--- src/design/dcc_pkg.sv ---
// Shared types and constants for the dedispersion chirp coefficient pipeline.
// No dependencies.
package dcc_pkg;

   localparam int BIN_W   = 17;
   localparam int DEN_W   = 61;
   localparam int DVD_W   = 128;
   localparam int QUO_W   = 64;
   localparam int AF_W    = 58;
   localparam int ZW      = 24;
   localparam int XW      = 32;
   localparam int CORDIC_STEPS = 16;
   localparam int NUM_SHIFT    = 11;
   localparam logic signed [XW-1:0] CORDIC_X0 = 32'sd652032874;

   localparam logic signed [ZW-1:0] ATAN_TURNS [0:CORDIC_STEPS-1] = '{
      24'sd2097152, 24'sd1238021, 24'sd654136, 24'sd332050,
      24'sd166669,  24'sd83416,   24'sd41718,  24'sd20860,
      24'sd10430,   24'sd5215,    24'sd2608,   24'sd1304,
      24'sd652,     24'sd326,     24'sd163,    24'sd81
   };

   localparam logic [2:0] REG_CHIRP_SCALE = 3'd0;
   localparam logic [2:0] REG_REF_FREQ    = 3'd1;
   localparam logic [2:0] REG_BIN_SPACING = 3'd2;
   localparam logic [2:0] REG_CENTER_BIN  = 3'd3;
   localparam logic [2:0] REG_LOWER_SB    = 3'd4;
   localparam logic [2:0] REG_FFT_LOG2    = 3'd5;

   typedef struct packed {
      logic [BIN_W-1:0] bin;
      logic             fault;
      logic             flip;
   } tag_type;

endpackage

--- src/design/dcc_phase.sv ---
// Phase product K*Q modulo 2^64 in four partial products, sign and turn fraction.
// Depends on dcc_pkg.
module dcc_phase import dcc_pkg::*; (
   input  logic               clock,
   input  logic               reset,
   input  logic               in_valid,
   input  tag_type            in_tag,
   input  logic [QUO_W-1:0]   in_quo,
   input  logic [47:0]        chirp_scale,
   output logic               out_valid,
   output logic [BIN_W-1:0]   out_bin,
   output logic               out_fault,
   output logic [23:0]        out_frac
);

   logic [1:0] vld_ff;
   tag_type tag_ff;
   logic [55:0] p00_ff, p10_ff, p01_ff, p11_ff;
   logic [63:0] p_in, ps_in;
   logic [BIN_W-1:0] bin_ff;
   logic fault_ff;
   logic [23:0] frac_ff;

   always_comb begin
      p_in  = 64'(p00_ff) + (64'(p10_ff) << 24) + (64'(p01_ff) << 32) + (64'(p11_ff) << 56);
      ps_in = tag_ff.flip ? (64'd0 - p_in) : p_in;
   end

   always_ff @(posedge clock) begin
      if (reset) begin
         vld_ff <= '0;
      end else begin
         vld_ff <= {vld_ff[0], in_valid};
      end
      tag_ff   <= in_tag;
      p00_ff   <= chirp_scale[23:0]  * in_quo[31:0];
      p10_ff   <= chirp_scale[47:24] * in_quo[31:0];
      p01_ff   <= chirp_scale[23:0]  * in_quo[63:32];
      p11_ff   <= chirp_scale[47:24] * in_quo[63:32];
      bin_ff   <= tag_ff.bin;
      fault_ff <= tag_ff.fault;
      frac_ff  <= tag_ff.fault ? 24'd0 : ps_in[58:35];
   end

   assign out_valid = vld_ff[1];
   assign out_bin   = bin_ff;
   assign out_fault = fault_ff;
   assign out_frac  = frac_ff;

endmodule

--- config.mk ---
export PLATFORM = sky130hd
export DESIGN_NAME = dcc_phase
export DESIGN_NICKNAME = d
export VERILOG_FILES = /design/src/design/dcc_pkg.sv /design/src/design/dcc_phase.sv
export SDC_FILE = /design/constraint.sdc
export NUM_CORES = 2
export LEC_CHECK = 0
export ABC_AREA = 1
export BUFFER_PORTS_ARGS = -buffer_cell sky130_fd_sc_hd__buf_2
export CORE_ASPECT_RATIO = 0.8
export CORE_MARGIN = 8
export CORE_UTILIZATION = 33
export DETAILED_ROUTE_END_ITERATION = 8
export PLACE_DENSITY = 0.49
export SLEW_MARGIN = 20
export SYNTH_ARGS = -nofsm -noshare
export SYNTH_HDL_FRONTEND = slang
export SYNTH_SLANG_ARGS = --single-unit
--- constraint.sdc ---
create_clock -name clock -period 8.09 [get_ports clock]
set_input_delay 0.809 -clock clock [delete_from_list [all_inputs] [get_ports clock]]
set_output_delay 0.809 -clock clock [all_outputs]
set_load 0.05 [all_outputs]
==> metrics.cfg <==
[worst_setup_path]
path_max_fanout = 19
cp.required_ns = 8.50
crit_path_end_kind = flip-flop
arrival_ns = 8.08
path_class = in2reg
start_kind = primary input
reg2reg_depth = 14
reg2reg_slack_ns = 4.20
reg2reg_from = p00_ff[25]
r2r_end = out_frac[20]

[detailed_routing]
num_vias = 47875
dr.pass1.iters = 6
wl_per_cell_um = 17.6
antenna_left = 0
routed_via_density = 4.51
drt_iter0_markers = 3131
drc_errors = 0
routed_wirelength_um = 187000

[yosys]
syn-num-nets = 10056
synthFlopType = dfxtp_1
synth_enable_flop_cells = 0
yosysWarningCount = 0
ys_types = 52
seq_area_frac_synth = 0.0594
async_flop_share = 0
synth_cells = 8100
avgSynthCellArea_sq_um = 7.66
synth-seq-cells = 184
synth_area_sq_um = 62000

[hold_path]
hold_depth = 0
min_from = tag_ff[4]
hold_end = out_bin[2]
holdCritPathClass = reg2reg

[layout]
area_growth_pct = 7.55
fillers = 19794
final_nets = 10042
drive_gt1_frac = 0.0515

[global_routing]
grt_pass1_wl_um = 297000
antenna_found_initial = 14
grt_usage = 0.187
overflow = 0
grt_pass1_vias = 50998
grt_max_degree = 53

[sta]
finalSetupViolCount = 0
rsz0062_at_grt = false
worstMarginPinSlew_ns = 1.16
hold_slack_ns = 0.328
fin_tns_setup_ns = 0
maxSlewHeadroom = 0.220
min_period_ns = 7.67
max_freq_ghz = 0.130
finalClockSkew_ns = 0.0211
hold_viol_final = 0
fin_crit_sh = 0.948
drv_slew = 0

[die]
core_area_sq_um = 187000
fp.dieW_um = 501
die_h_um = 404
start_util = 0.332
rows = 142
num_io_pins = 177
fp.dieArea_sq_um = 202000

[placement]
globalplace.congestion = 0.928
port_buffers = 171
dp.final_hpwl_um = 158000

[flow_run]
max-cap-violations = 0

[clock_tree]
cts-root-buf = clkbuf_16
htreeDepth = 4
post-cts-setup-buffers = 0
cts_hold_buf = 0
clkSlewWorstSetupHoldPaths_ns = 0.07
cts_sinks = 184
cts_buffers = 17
postCtsResizedCells = 0
cts_tree = done
clockBufferDepth = 2
clk_latency_ns = 0.48

[outcome]
status = completed

## metrics by stage
stage | cell area, sq um | cells | setup slack [ns] | utilization
after detailed placement | 66100 | 10587 | 0.222 | 0.353
after global routing | 66700 | 10622 | 0.362 | 0.357
after global placement | 66100 | 10587 | 0.144 | 0.353
after floorplan | 62000 | 8100 | 1.20 | -
final | 66700 | 10627 | 0.422 | 0.357
after CTS | 66700 | 10619 | 0.722 | 0.356
## placed cells by master (no fill, tap or decap), types with 3 or more instances in the layout
| cell | n |
|---|---|
| nor4_1 | 16 |
| nand3b_1 | 11 |
| nor2_1 | 200 |
| and3_1 | 3 |
| clkinv_1 | 5 |
| o21ai_1 | 10 |
| nand3_2 | 4 |
| buf_12 | 18 |
| and2_1 | 4 |
| nand3_1 | 93 |
| o21a_1 | 5 |
| dfxtp_1 | 184 |
| clkbuf_16 | 17 |
| a21o_1 | 16 |
| buf_2 | 171 |
| buf_4 | 146 |
| o211ai_1 | 4 |
| inv_2 | 9 |
| nand2_2 | 17 |
| xnor2_1 | 79 |
| nor2_2 | 10 |
| inv_1 | 2543 |
| nor3_1 | 21 |
| clkinv_8 | 4 |
| o21ai_0 | 61 |
| a21oi_1 | 149 |
| diode_2 | 8 |
| xor2_1 | 115 |
| ha_1 | 405 |
| nand4_1 | 26 |
| inv_6 | 5 |
| fa_1 | 1417 |
| a31oi_1 | 30 |
| nand2_1 | 2251 |
| o31ai_1 | 4 |
| o21bai_1 | 16 |
| inv_8 | 3 |
## flip-flops by register name, summed over array words and instances (netlist names)
register   count
p00_ff        56
p10_ff        35
p01_ff        27
out_frac      24
tag_ff        19
out_bin       17
p11_ff         3
vld_ff         2
out_fault      1
## how the worst max path moves through the flow
stage                         from    endpoint  slack [ns]
finish                   in_quo[9]  p10_ff[31]        0.42
global route            in_quo[16]  p10_ff[31]        0.36
CTS                     in_quo[16]  p10_ff[31]        0.72
detailed placement      in_quo[16]  p10_ff[31]        0.22
global placement        in_quo[16]  p10_ff[31]        0.14
floorplan           chirp_scale[9]  p00_ff[45]        1.20
## layout make-up
type | count | area, sq um | area share
Multi-Input combinational cell | 4991 | 47400 | 0.710
Inverter | 2557 | 9600 | 0.144
Sequential cell | 184 | 3680 | 0.0552
Tap cell | 2520 | 3150 | 0.0473
Timing Repair Buffer | 335 | 2310 | 0.0347
Clock buffer | 18 | 429 | 0.00643
Clock inverter | 14 | 155 | 0.00233
Antenna cell | 8 | 20.0 | 0.000300
## Yosys cell counts (9+ instances only)
master	number	area (sq um)
a21o_1	16	120
a21oi_1	149	746
a31oi_1	30	188
buf_1	79	297
clkbuf_1	286	1070
dfxtp_1	184	3680
fa_1	1417	28400
ha_1	405	5070
inv_1	2543	9550
inv_2	9	33.8
nand2_1	2251	8450
nand2_2	17	106
nand3_1	93	465
nand3b_1	11	82.6
nand4_1	26	163
nor2_1	200	751
nor2_2	10	62.6
nor3_1	21	105
nor4_1	16	100
o21ai_0	61	305
o21ai_1	10	50.1
o21bai_1	16	120
xnor2_1	79	692
xor2_1	115	1010
## routing by layer
| layer | global-route usage | part of all wire | wire (um) | vias to the layer above |
|---|---|---|---|---|
| met5 | 0 | 0.00034 | 64 | - |
| met4 | 0.0259 | 0.012 | 2320 | 10 |
| met3 | 0.0273 | 0.064 | 12000 | 127 |
| met2 | 0.294 | 0.44 | 82100 | 1282 |
| met1 | 0.281 | 0.48 | 90100 | 24029 |
| li1 | - | - | - | 22427 |
## logic make-up after synthesis
family | synth area share
xor gates and xnor gates | 0.0278
AOI/OAI and AO/OA | 0.0279
and+or+nand+nor | 0.169
adders and majority gates | 0.539
buffers and inverters | 0.177
DFF | 0.0594
## worst max-delay path, cell delays in order
cell and delay (ns):
buf_2 0.55, buf_4 0.36, nand2_1 0.11, fa_1 0.51, fa_1 0.53, inv_1 0.05, fa_1 0.39, fa_1 0.54
inv_1 0.06, fa_1 0.49, fa_1 0.53, inv_1 0.06, fa_1 0.43, ha_1 0.37, nand2_1 0.14, o21ai_0 0.26
a21oi_1 0.15, o311ai_0 0.68, buf_4 0.26, nand2_1 0.06, nand2_1 0.07, xor2_1 0.37, buf_4 0.24
Power is left out: the tool's default activity adds up to more than one toggle a clock period on the data nets, which glitch-free logic cannot reach.
