--- src/design/dcc_pkg.sv ---
// Shared types and constants for the dedispersion chirp coefficient pipeline.
// No dependencies.
package dcc_pkg;

   localparam int BIN_W   = 17;
   localparam int DEN_W   = 61;
   localparam int DVD_W   = 128;
   localparam int QUO_W   = 64;
   localparam int AF_W    = 58;
   localparam int ZW      = 24;
   localparam int XW      = 32;
   localparam int CORDIC_STEPS = 16;
   localparam int NUM_SHIFT    = 11;
   localparam logic signed [XW-1:0] CORDIC_X0 = 32'sd652032874;

   localparam logic signed [ZW-1:0] ATAN_TURNS [0:CORDIC_STEPS-1] = '{
      24'sd2097152, 24'sd1238021, 24'sd654136, 24'sd332050,
      24'sd166669,  24'sd83416,   24'sd41718,  24'sd20860,
      24'sd10430,   24'sd5215,    24'sd2608,   24'sd1304,
      24'sd652,     24'sd326,     24'sd163,    24'sd81
   };

   localparam logic [2:0] REG_CHIRP_SCALE = 3'd0;
   localparam logic [2:0] REG_REF_FREQ    = 3'd1;
   localparam logic [2:0] REG_BIN_SPACING = 3'd2;
   localparam logic [2:0] REG_CENTER_BIN  = 3'd3;
   localparam logic [2:0] REG_LOWER_SB    = 3'd4;
   localparam logic [2:0] REG_FFT_LOG2    = 3'd5;

   typedef struct packed {
      logic [BIN_W-1:0] bin;
      logic             fault;
      logic             flip;
   } tag_type;

endpackage

--- src/design/dcc_cordic.sv ---
// Rotation CORDIC, one iteration per stage, then quadrant map and 1/N rounding.
// Depends on dcc_pkg.
module dcc_cordic import dcc_pkg::*; #(
   parameter int COEFF_WIDTH  = 16,
   parameter int MAX_FFT_LOG2 = 16
) (
   input  logic                   clock,
   input  logic                   reset,
   input  logic                   in_valid,
   input  logic [BIN_W-1:0]       in_bin,
   input  logic                   in_fault,
   input  logic [23:0]            in_frac,
   input  logic [4:0]             fft_size_log2,
   output logic                   out_valid,
   output logic [COEFF_WIDTH-1:0] out_real,
   output logic [COEFF_WIDTH-1:0] out_imag,
   output logic [BIN_W-1:0]       out_bin,
   output logic                   out_fault
);

   localparam int SH_MAX = 31 - COEFF_WIDTH + MAX_FFT_LOG2;
   localparam int RW     = (SH_MAX > XW ? SH_MAX : XW) + 2;
   localparam int SHW    = $clog2(SH_MAX + 1);

   logic                  vld_ff   [0:CORDIC_STEPS-1];
   logic [BIN_W-1:0]      bin_ff   [0:CORDIC_STEPS-1];
   logic                  fault_ff [0:CORDIC_STEPS-1];
   logic [1:0]            quad_ff  [0:CORDIC_STEPS-1];
   logic signed [XW-1:0]  x_ff     [0:CORDIC_STEPS-1];
   logic signed [XW-1:0]  y_ff     [0:CORDIC_STEPS-1];
   logic signed [ZW-1:0]  z_ff     [0:CORDIC_STEPS-1];

   for (genvar i = 0; i < CORDIC_STEPS; i++) begin : g_iter
      logic                 vld_cur, fault_cur;
      logic [BIN_W-1:0]     bin_cur;
      logic [1:0]           quad_cur;
      logic signed [XW-1:0] x_cur, y_cur;
      logic signed [ZW-1:0] z_cur;

      if (i == 0) begin : g_first
         assign vld_cur   = in_valid;
         assign bin_cur   = in_bin;
         assign fault_cur = in_fault;
         assign quad_cur  = in_frac[23:22];
         assign x_cur     = CORDIC_X0;
         assign y_cur     = '0;
         assign z_cur     = signed'({2'b00, in_frac[21:0]});
      end else begin : g_next
         assign vld_cur   = vld_ff[i-1];
         assign bin_cur   = bin_ff[i-1];
         assign fault_cur = fault_ff[i-1];
         assign quad_cur  = quad_ff[i-1];
         assign x_cur     = x_ff[i-1];
         assign y_cur     = y_ff[i-1];
         assign z_cur     = z_ff[i-1];
      end

      always_ff @(posedge clock) begin
         if (reset) begin
            vld_ff[i] <= 1'b0;
         end else begin
            vld_ff[i] <= vld_cur;
         end
         bin_ff[i]   <= bin_cur;
         fault_ff[i] <= fault_cur;
         quad_ff[i]  <= quad_cur;
         if (!z_cur[ZW-1]) begin
            x_ff[i] <= x_cur - (y_cur >>> i);
            y_ff[i] <= y_cur + (x_cur >>> i);
            z_ff[i] <= z_cur - ATAN_TURNS[i];
         end else begin
            x_ff[i] <= x_cur + (y_cur >>> i);
            y_ff[i] <= y_cur - (x_cur >>> i);
            z_ff[i] <= z_cur + ATAN_TURNS[i];
         end
      end
   end

   logic                 mvld_ff, rvld_ff;
   logic [BIN_W-1:0]     mbin_ff, rbin_ff;
   logic                 mfault_ff, rfault_ff;
   logic signed [RW-1:0] c_in, ns_in, c_ff, ns_ff;
   logic signed [RW-1:0] xe, ye, half_in;
   logic [4:0]           lg_in;
   logic [SHW-1:0]       sh_in;
   logic [COEFF_WIDTH-1:0] re_ff, im_ff;
   logic signed [RW-1:0] re_in, im_in;

   always_comb begin
      xe = RW'(x_ff[CORDIC_STEPS-1]);
      ye = RW'(y_ff[CORDIC_STEPS-1]);
      case (quad_ff[CORDIC_STEPS-1])
         2'd0: begin c_in = xe;  ns_in = -ye; end
         2'd1: begin c_in = -ye; ns_in = -xe; end
         2'd2: begin c_in = -xe; ns_in = ye;  end
         default: begin c_in = ye; ns_in = xe; end
      endcase
      if (fft_size_log2 < 5'd4) begin
         lg_in = 5'd4;
      end else if (fft_size_log2 > 5'(MAX_FFT_LOG2)) begin
         lg_in = 5'(MAX_FFT_LOG2);
      end else begin
         lg_in = fft_size_log2;
      end
      sh_in   = SHW'(31 - COEFF_WIDTH) + SHW'(lg_in);
      half_in = signed'(RW'(1) << (sh_in - SHW'(1)));
      re_in   = (c_ff + half_in) >>> sh_in;
      im_in   = (ns_ff + half_in) >>> sh_in;
   end

   always_ff @(posedge clock) begin
      if (reset) begin
         mvld_ff <= 1'b0;
         rvld_ff <= 1'b0;
      end else begin
         mvld_ff <= vld_ff[CORDIC_STEPS-1];
         rvld_ff <= mvld_ff;
      end
      mbin_ff   <= bin_ff[CORDIC_STEPS-1];
      mfault_ff <= fault_ff[CORDIC_STEPS-1];
      c_ff      <= c_in;
      ns_ff     <= ns_in;
      rbin_ff   <= mbin_ff;
      rfault_ff <= mfault_ff;
      re_ff     <= re_in[COEFF_WIDTH-1:0];
      im_ff     <= im_in[COEFF_WIDTH-1:0];
   end

   assign out_valid = rvld_ff;
   assign out_real  = re_ff;
   assign out_imag  = im_ff;
   assign out_bin   = rbin_ff;
   assign out_fault = rfault_ff;

endmodule

--- config.mk ---
export PLATFORM = sky130hd
export DESIGN_NAME = dcc_cordic
export DESIGN_NICKNAME = d
export VERILOG_FILES = /design/src/design/dcc_pkg.sv /design/src/design/dcc_cordic.sv
export SDC_FILE = /design/constraint.sdc
export NUM_CORES = 2
export LEC_CHECK = 0
export BUFFER_PORTS_ARGS = -buffer_cell sky130_fd_sc_hd__buf_2
export CAP_MARGIN = 0
export CORE_UTILIZATION = 40
export CTS_CLUSTER_SIZE = 40
export DETAILED_ROUTE_END_ITERATION = 8
export SLEW_MARGIN = 5
export SYNTH_ARGS = -nofsm -noshare
export SYNTH_HDL_FRONTEND = slang
export SYNTH_SLANG_ARGS = --single-unit
--- constraint.sdc ---
create_clock -name clock -period 9.6 [get_ports clock]
set_input_delay 0.48 -clock clock [delete_from_list [all_inputs] [get_ports clock]]
set_output_delay 0.48 -clock clock [all_outputs]
set_load 0.005 [all_outputs]
==> impl_metrics.json <==
{
  "clk_latency_ns": 0.89,
  "ff2ff_setup_slack_ns": 3.61,
  "synth_edf_count": 0,
  "numCtsBuffers": 201,
  "period_needed_ns": 7.194,
  "grt_usage_pct": 19.65,
  "r2r-start": "z_ff[1][143]",
  "ant_nets": 0,
  "tightestPinTransition_ns": 1.137,
  "synthFlopType": "dfxtp_1",
  "rsz0062_at_grt": "false",
  "r2r-end": "x_ff[1][220]",
  "detail_route.iter0.violations": 4922,
  "grt_pass1_wl_um": 428700,
  "end_kind": "register",
  "cts_resized": 0,
  "crit_required_ns": 10.28,
  "reg2reg_depth": 18,
  "wl_per_cell_um": 16.65,
  "yosysSeqAreaShare_pct": 32.32,
  "holdPathEnd": "z_ff[0][20]",
  "netlist_top_cells_count": "dfxtp_1 (1705), nor2_1 (1231), ha_1 (1214), a21oi_1 (1204), xnor2_1 (996)",
  "rows": 188,
  "cts_tree": "built",
  "worstPathMaxFanout": 51,
  "gr-total-overflow": 0,
  "arrival_ns": 7.88,
  "synth_cell_types": 101,
  "setup_slack_ns": 2.406,
  "ys_seq_elements": 1705,
  "firstDrtPassIters": 6,
  "async_flop_share_pct": 0,
  "syn_area_um2": 105600,
  "fin_nets": 13640,
  "whs_ns": 0.2310,
  "timing.final.crit_share_pct": 74.94,
  "cts_root_buf": "clkbuf_16",
  "cts_sinks": 1705,
  "cts_setup_buffers": 0,
  "vias": 84230,
  "drcViolationCount": 0,
  "drv_slew": 0,
  "cts_buffer_depth": 4,
  "worstHoldStart": "in_frac[20]",
  "report.final.hold_viol_count": 0,
  "ys_warn_count": 0,
  "setup_viol": 0,
  "status": "finished, final reports clean",
  "dpl.hpwl_um": 210000,
  "max_freq_mhz": 139.0,
  "yosysTopAreaCell": "dfxtp_1",
  "grt_pass1_vias": 79730,
  "die_x_um": 515.9,
  "holdPathStages": 2,
  "timing.slew.headroom_pct": 23.60,
  "syn_area_per_cell_um2": 8.670,
  "drive_gt1_share_pct": 5.442,
  "critPathLaunchType": "primary input",
  "critPathKind": "primary input to register",
  "tns_ns": 0,
  "synth_most_common_cell": "dfxtp_1",
  "area_growth_pct": 11.10,
  "cts_hold_buffers": 45,
  "coreArea_um2": 262500,
  "grt_antenna_before_repair": 5,
  "cts_max_level": 4,
  "die-area_um2": 266100,
  "clk_pin_slew_ns": 0.06,
  "synth_top_area_share_pct": 32.32,
  "die_h_um": 515.9,
  "vias_per_cell": 5.260,
  "synthTopCellsByArea": "dfxtp_1 (32%), ha_1 (14%), xnor2_1 (8.3%), a21oi_1 (5.7%), xor2_1 (5.0%)",
  "io_pins": 101,
  "io_buffers": 100,
  "cap_violations": 0,
  "grt_start_max_net_pins": 114,
  "place_ws_ns": 1.695,
  "initial_core_util_pct": 40.24,
  "min_path_type": "primary input to register",
  "gp_congestion": 0.8980,
  "syn-instance-count": 12180,
  "wirelength_um": 266600,
  "finalClockSkew_ns": 0.09065
}
==> cell type report <==
type                       instances  area (um^2)
sequential                      1705        34160
antenna                            2        5.005
fill                           26140       145200
clock buffer                     260         5605
clock inverter                    98         1287
tap                             3515         4398
inverter                         587         2203
timing repair buffer             192         1304
multi-input combinational       9654        68390
==> per-layer routing <==
metal  track usage [%]  routed length [um]  vias up
met1             25.79              125500    38850
li1                  -                   -    43540
met3             1.930                9802      391
met2             33.80              123900     1455
met5                 0                   0        -
met4             5.869                7430        0
==> critical path: stages <==
cell	delay (ns)
buf_2	0.21
nand2b_1	0.31
nor2_4	0.16
buf_4	0.53
ha_2	0.45
inv_1	0.08
a21oi_1	0.69
nor2_1	0.16
a21oi_1	0.43
nor2_1	0.15
ha_1	0.37
a21o_1	0.21
o21bai_1	0.16
a21oi_1	0.31
nor2_1	0.07
o21ai_0	0.18
a31oi_1	0.18
or4_1	0.57
a31oi_1	0.35
o21ai_1	0.13
o21ai_1	0.26
xnor2_1	0.27
o31ai_1	0.33
nor4_1	0.12
o31ai_1	0.55
mux2i_1	0.16
==> cells in the final DEF (no fill, tap or decap), drive strengths merged, types with 335 or more instances in the layout <==
| cell type | instances |
|---|---|
| a21o | 335 |
| ha | 1214 |
| a21oi | 1208 |
| dfxtp | 1705 |
| nand2 | 676 |
| inv | 591 |
| nor3 | 348 |
| xnor2 | 996 |
| o21ai | 557 |
| xor2 | 603 |
| nor2 | 1231 |
==> worst max-delay path by stage <==
stage,startpoint,endpoint,depth (start not counted)
2_1_floorplan,fft_size_log2[4],out_real[14],30
3_3_place_gp,fft_size_log2[4],out_real[10],26
3_5_place_dp,fft_size_log2[4],out_real[2],26
4_1_cts,fft_size_log2[4],out_real[2],26
5_1_grt,fft_size_log2[4],out_real[10],26
6_report,fft_size_log2[4],out_real[2],26
==> registers in the layout, indices dropped and copies added (netlist names) <==
name and cells:
out_valid 1, mvld_ff 1, ns_ff 34, y_ff 449, out_real 16, out_bin 17
out_fault 1, out_imag 16, mfault_ff 1, z_ff 335, fault_ff 16, quad_ff 32
c_ff 34, mbin_ff 17, x_ff 447, bin_ff 272, vld_ff 16
==> kinds of logic after synthesis <==
family,after synthesis,share of synthesized area [%]
other,1,0.003550
flip-flops,1705,32.32
AO/OA/AOI/OAI,3224,19.22
multiplexers,178,1.862
adder cells (fa/ha/maj),1253,15.11
XOR/XNOR,1600,13.28
buffers and inverters,825,2.956
AND/OR/NAND/NOR,3397,15.25
==> per-stage QoR <==
stage               area [um^2]  cells  util [%]
CTS                      117300  16010     44.70
floorplan                105600  12180         -
detailed placement       110000  15610     41.90
global placement         110000  15610     41.90
global route             117300  16010     44.70
finish                   117300  16010     44.70
Power is left out: the tool's default activity adds up to more than one toggle a clock period on the data nets, which glitch-free logic cannot reach.
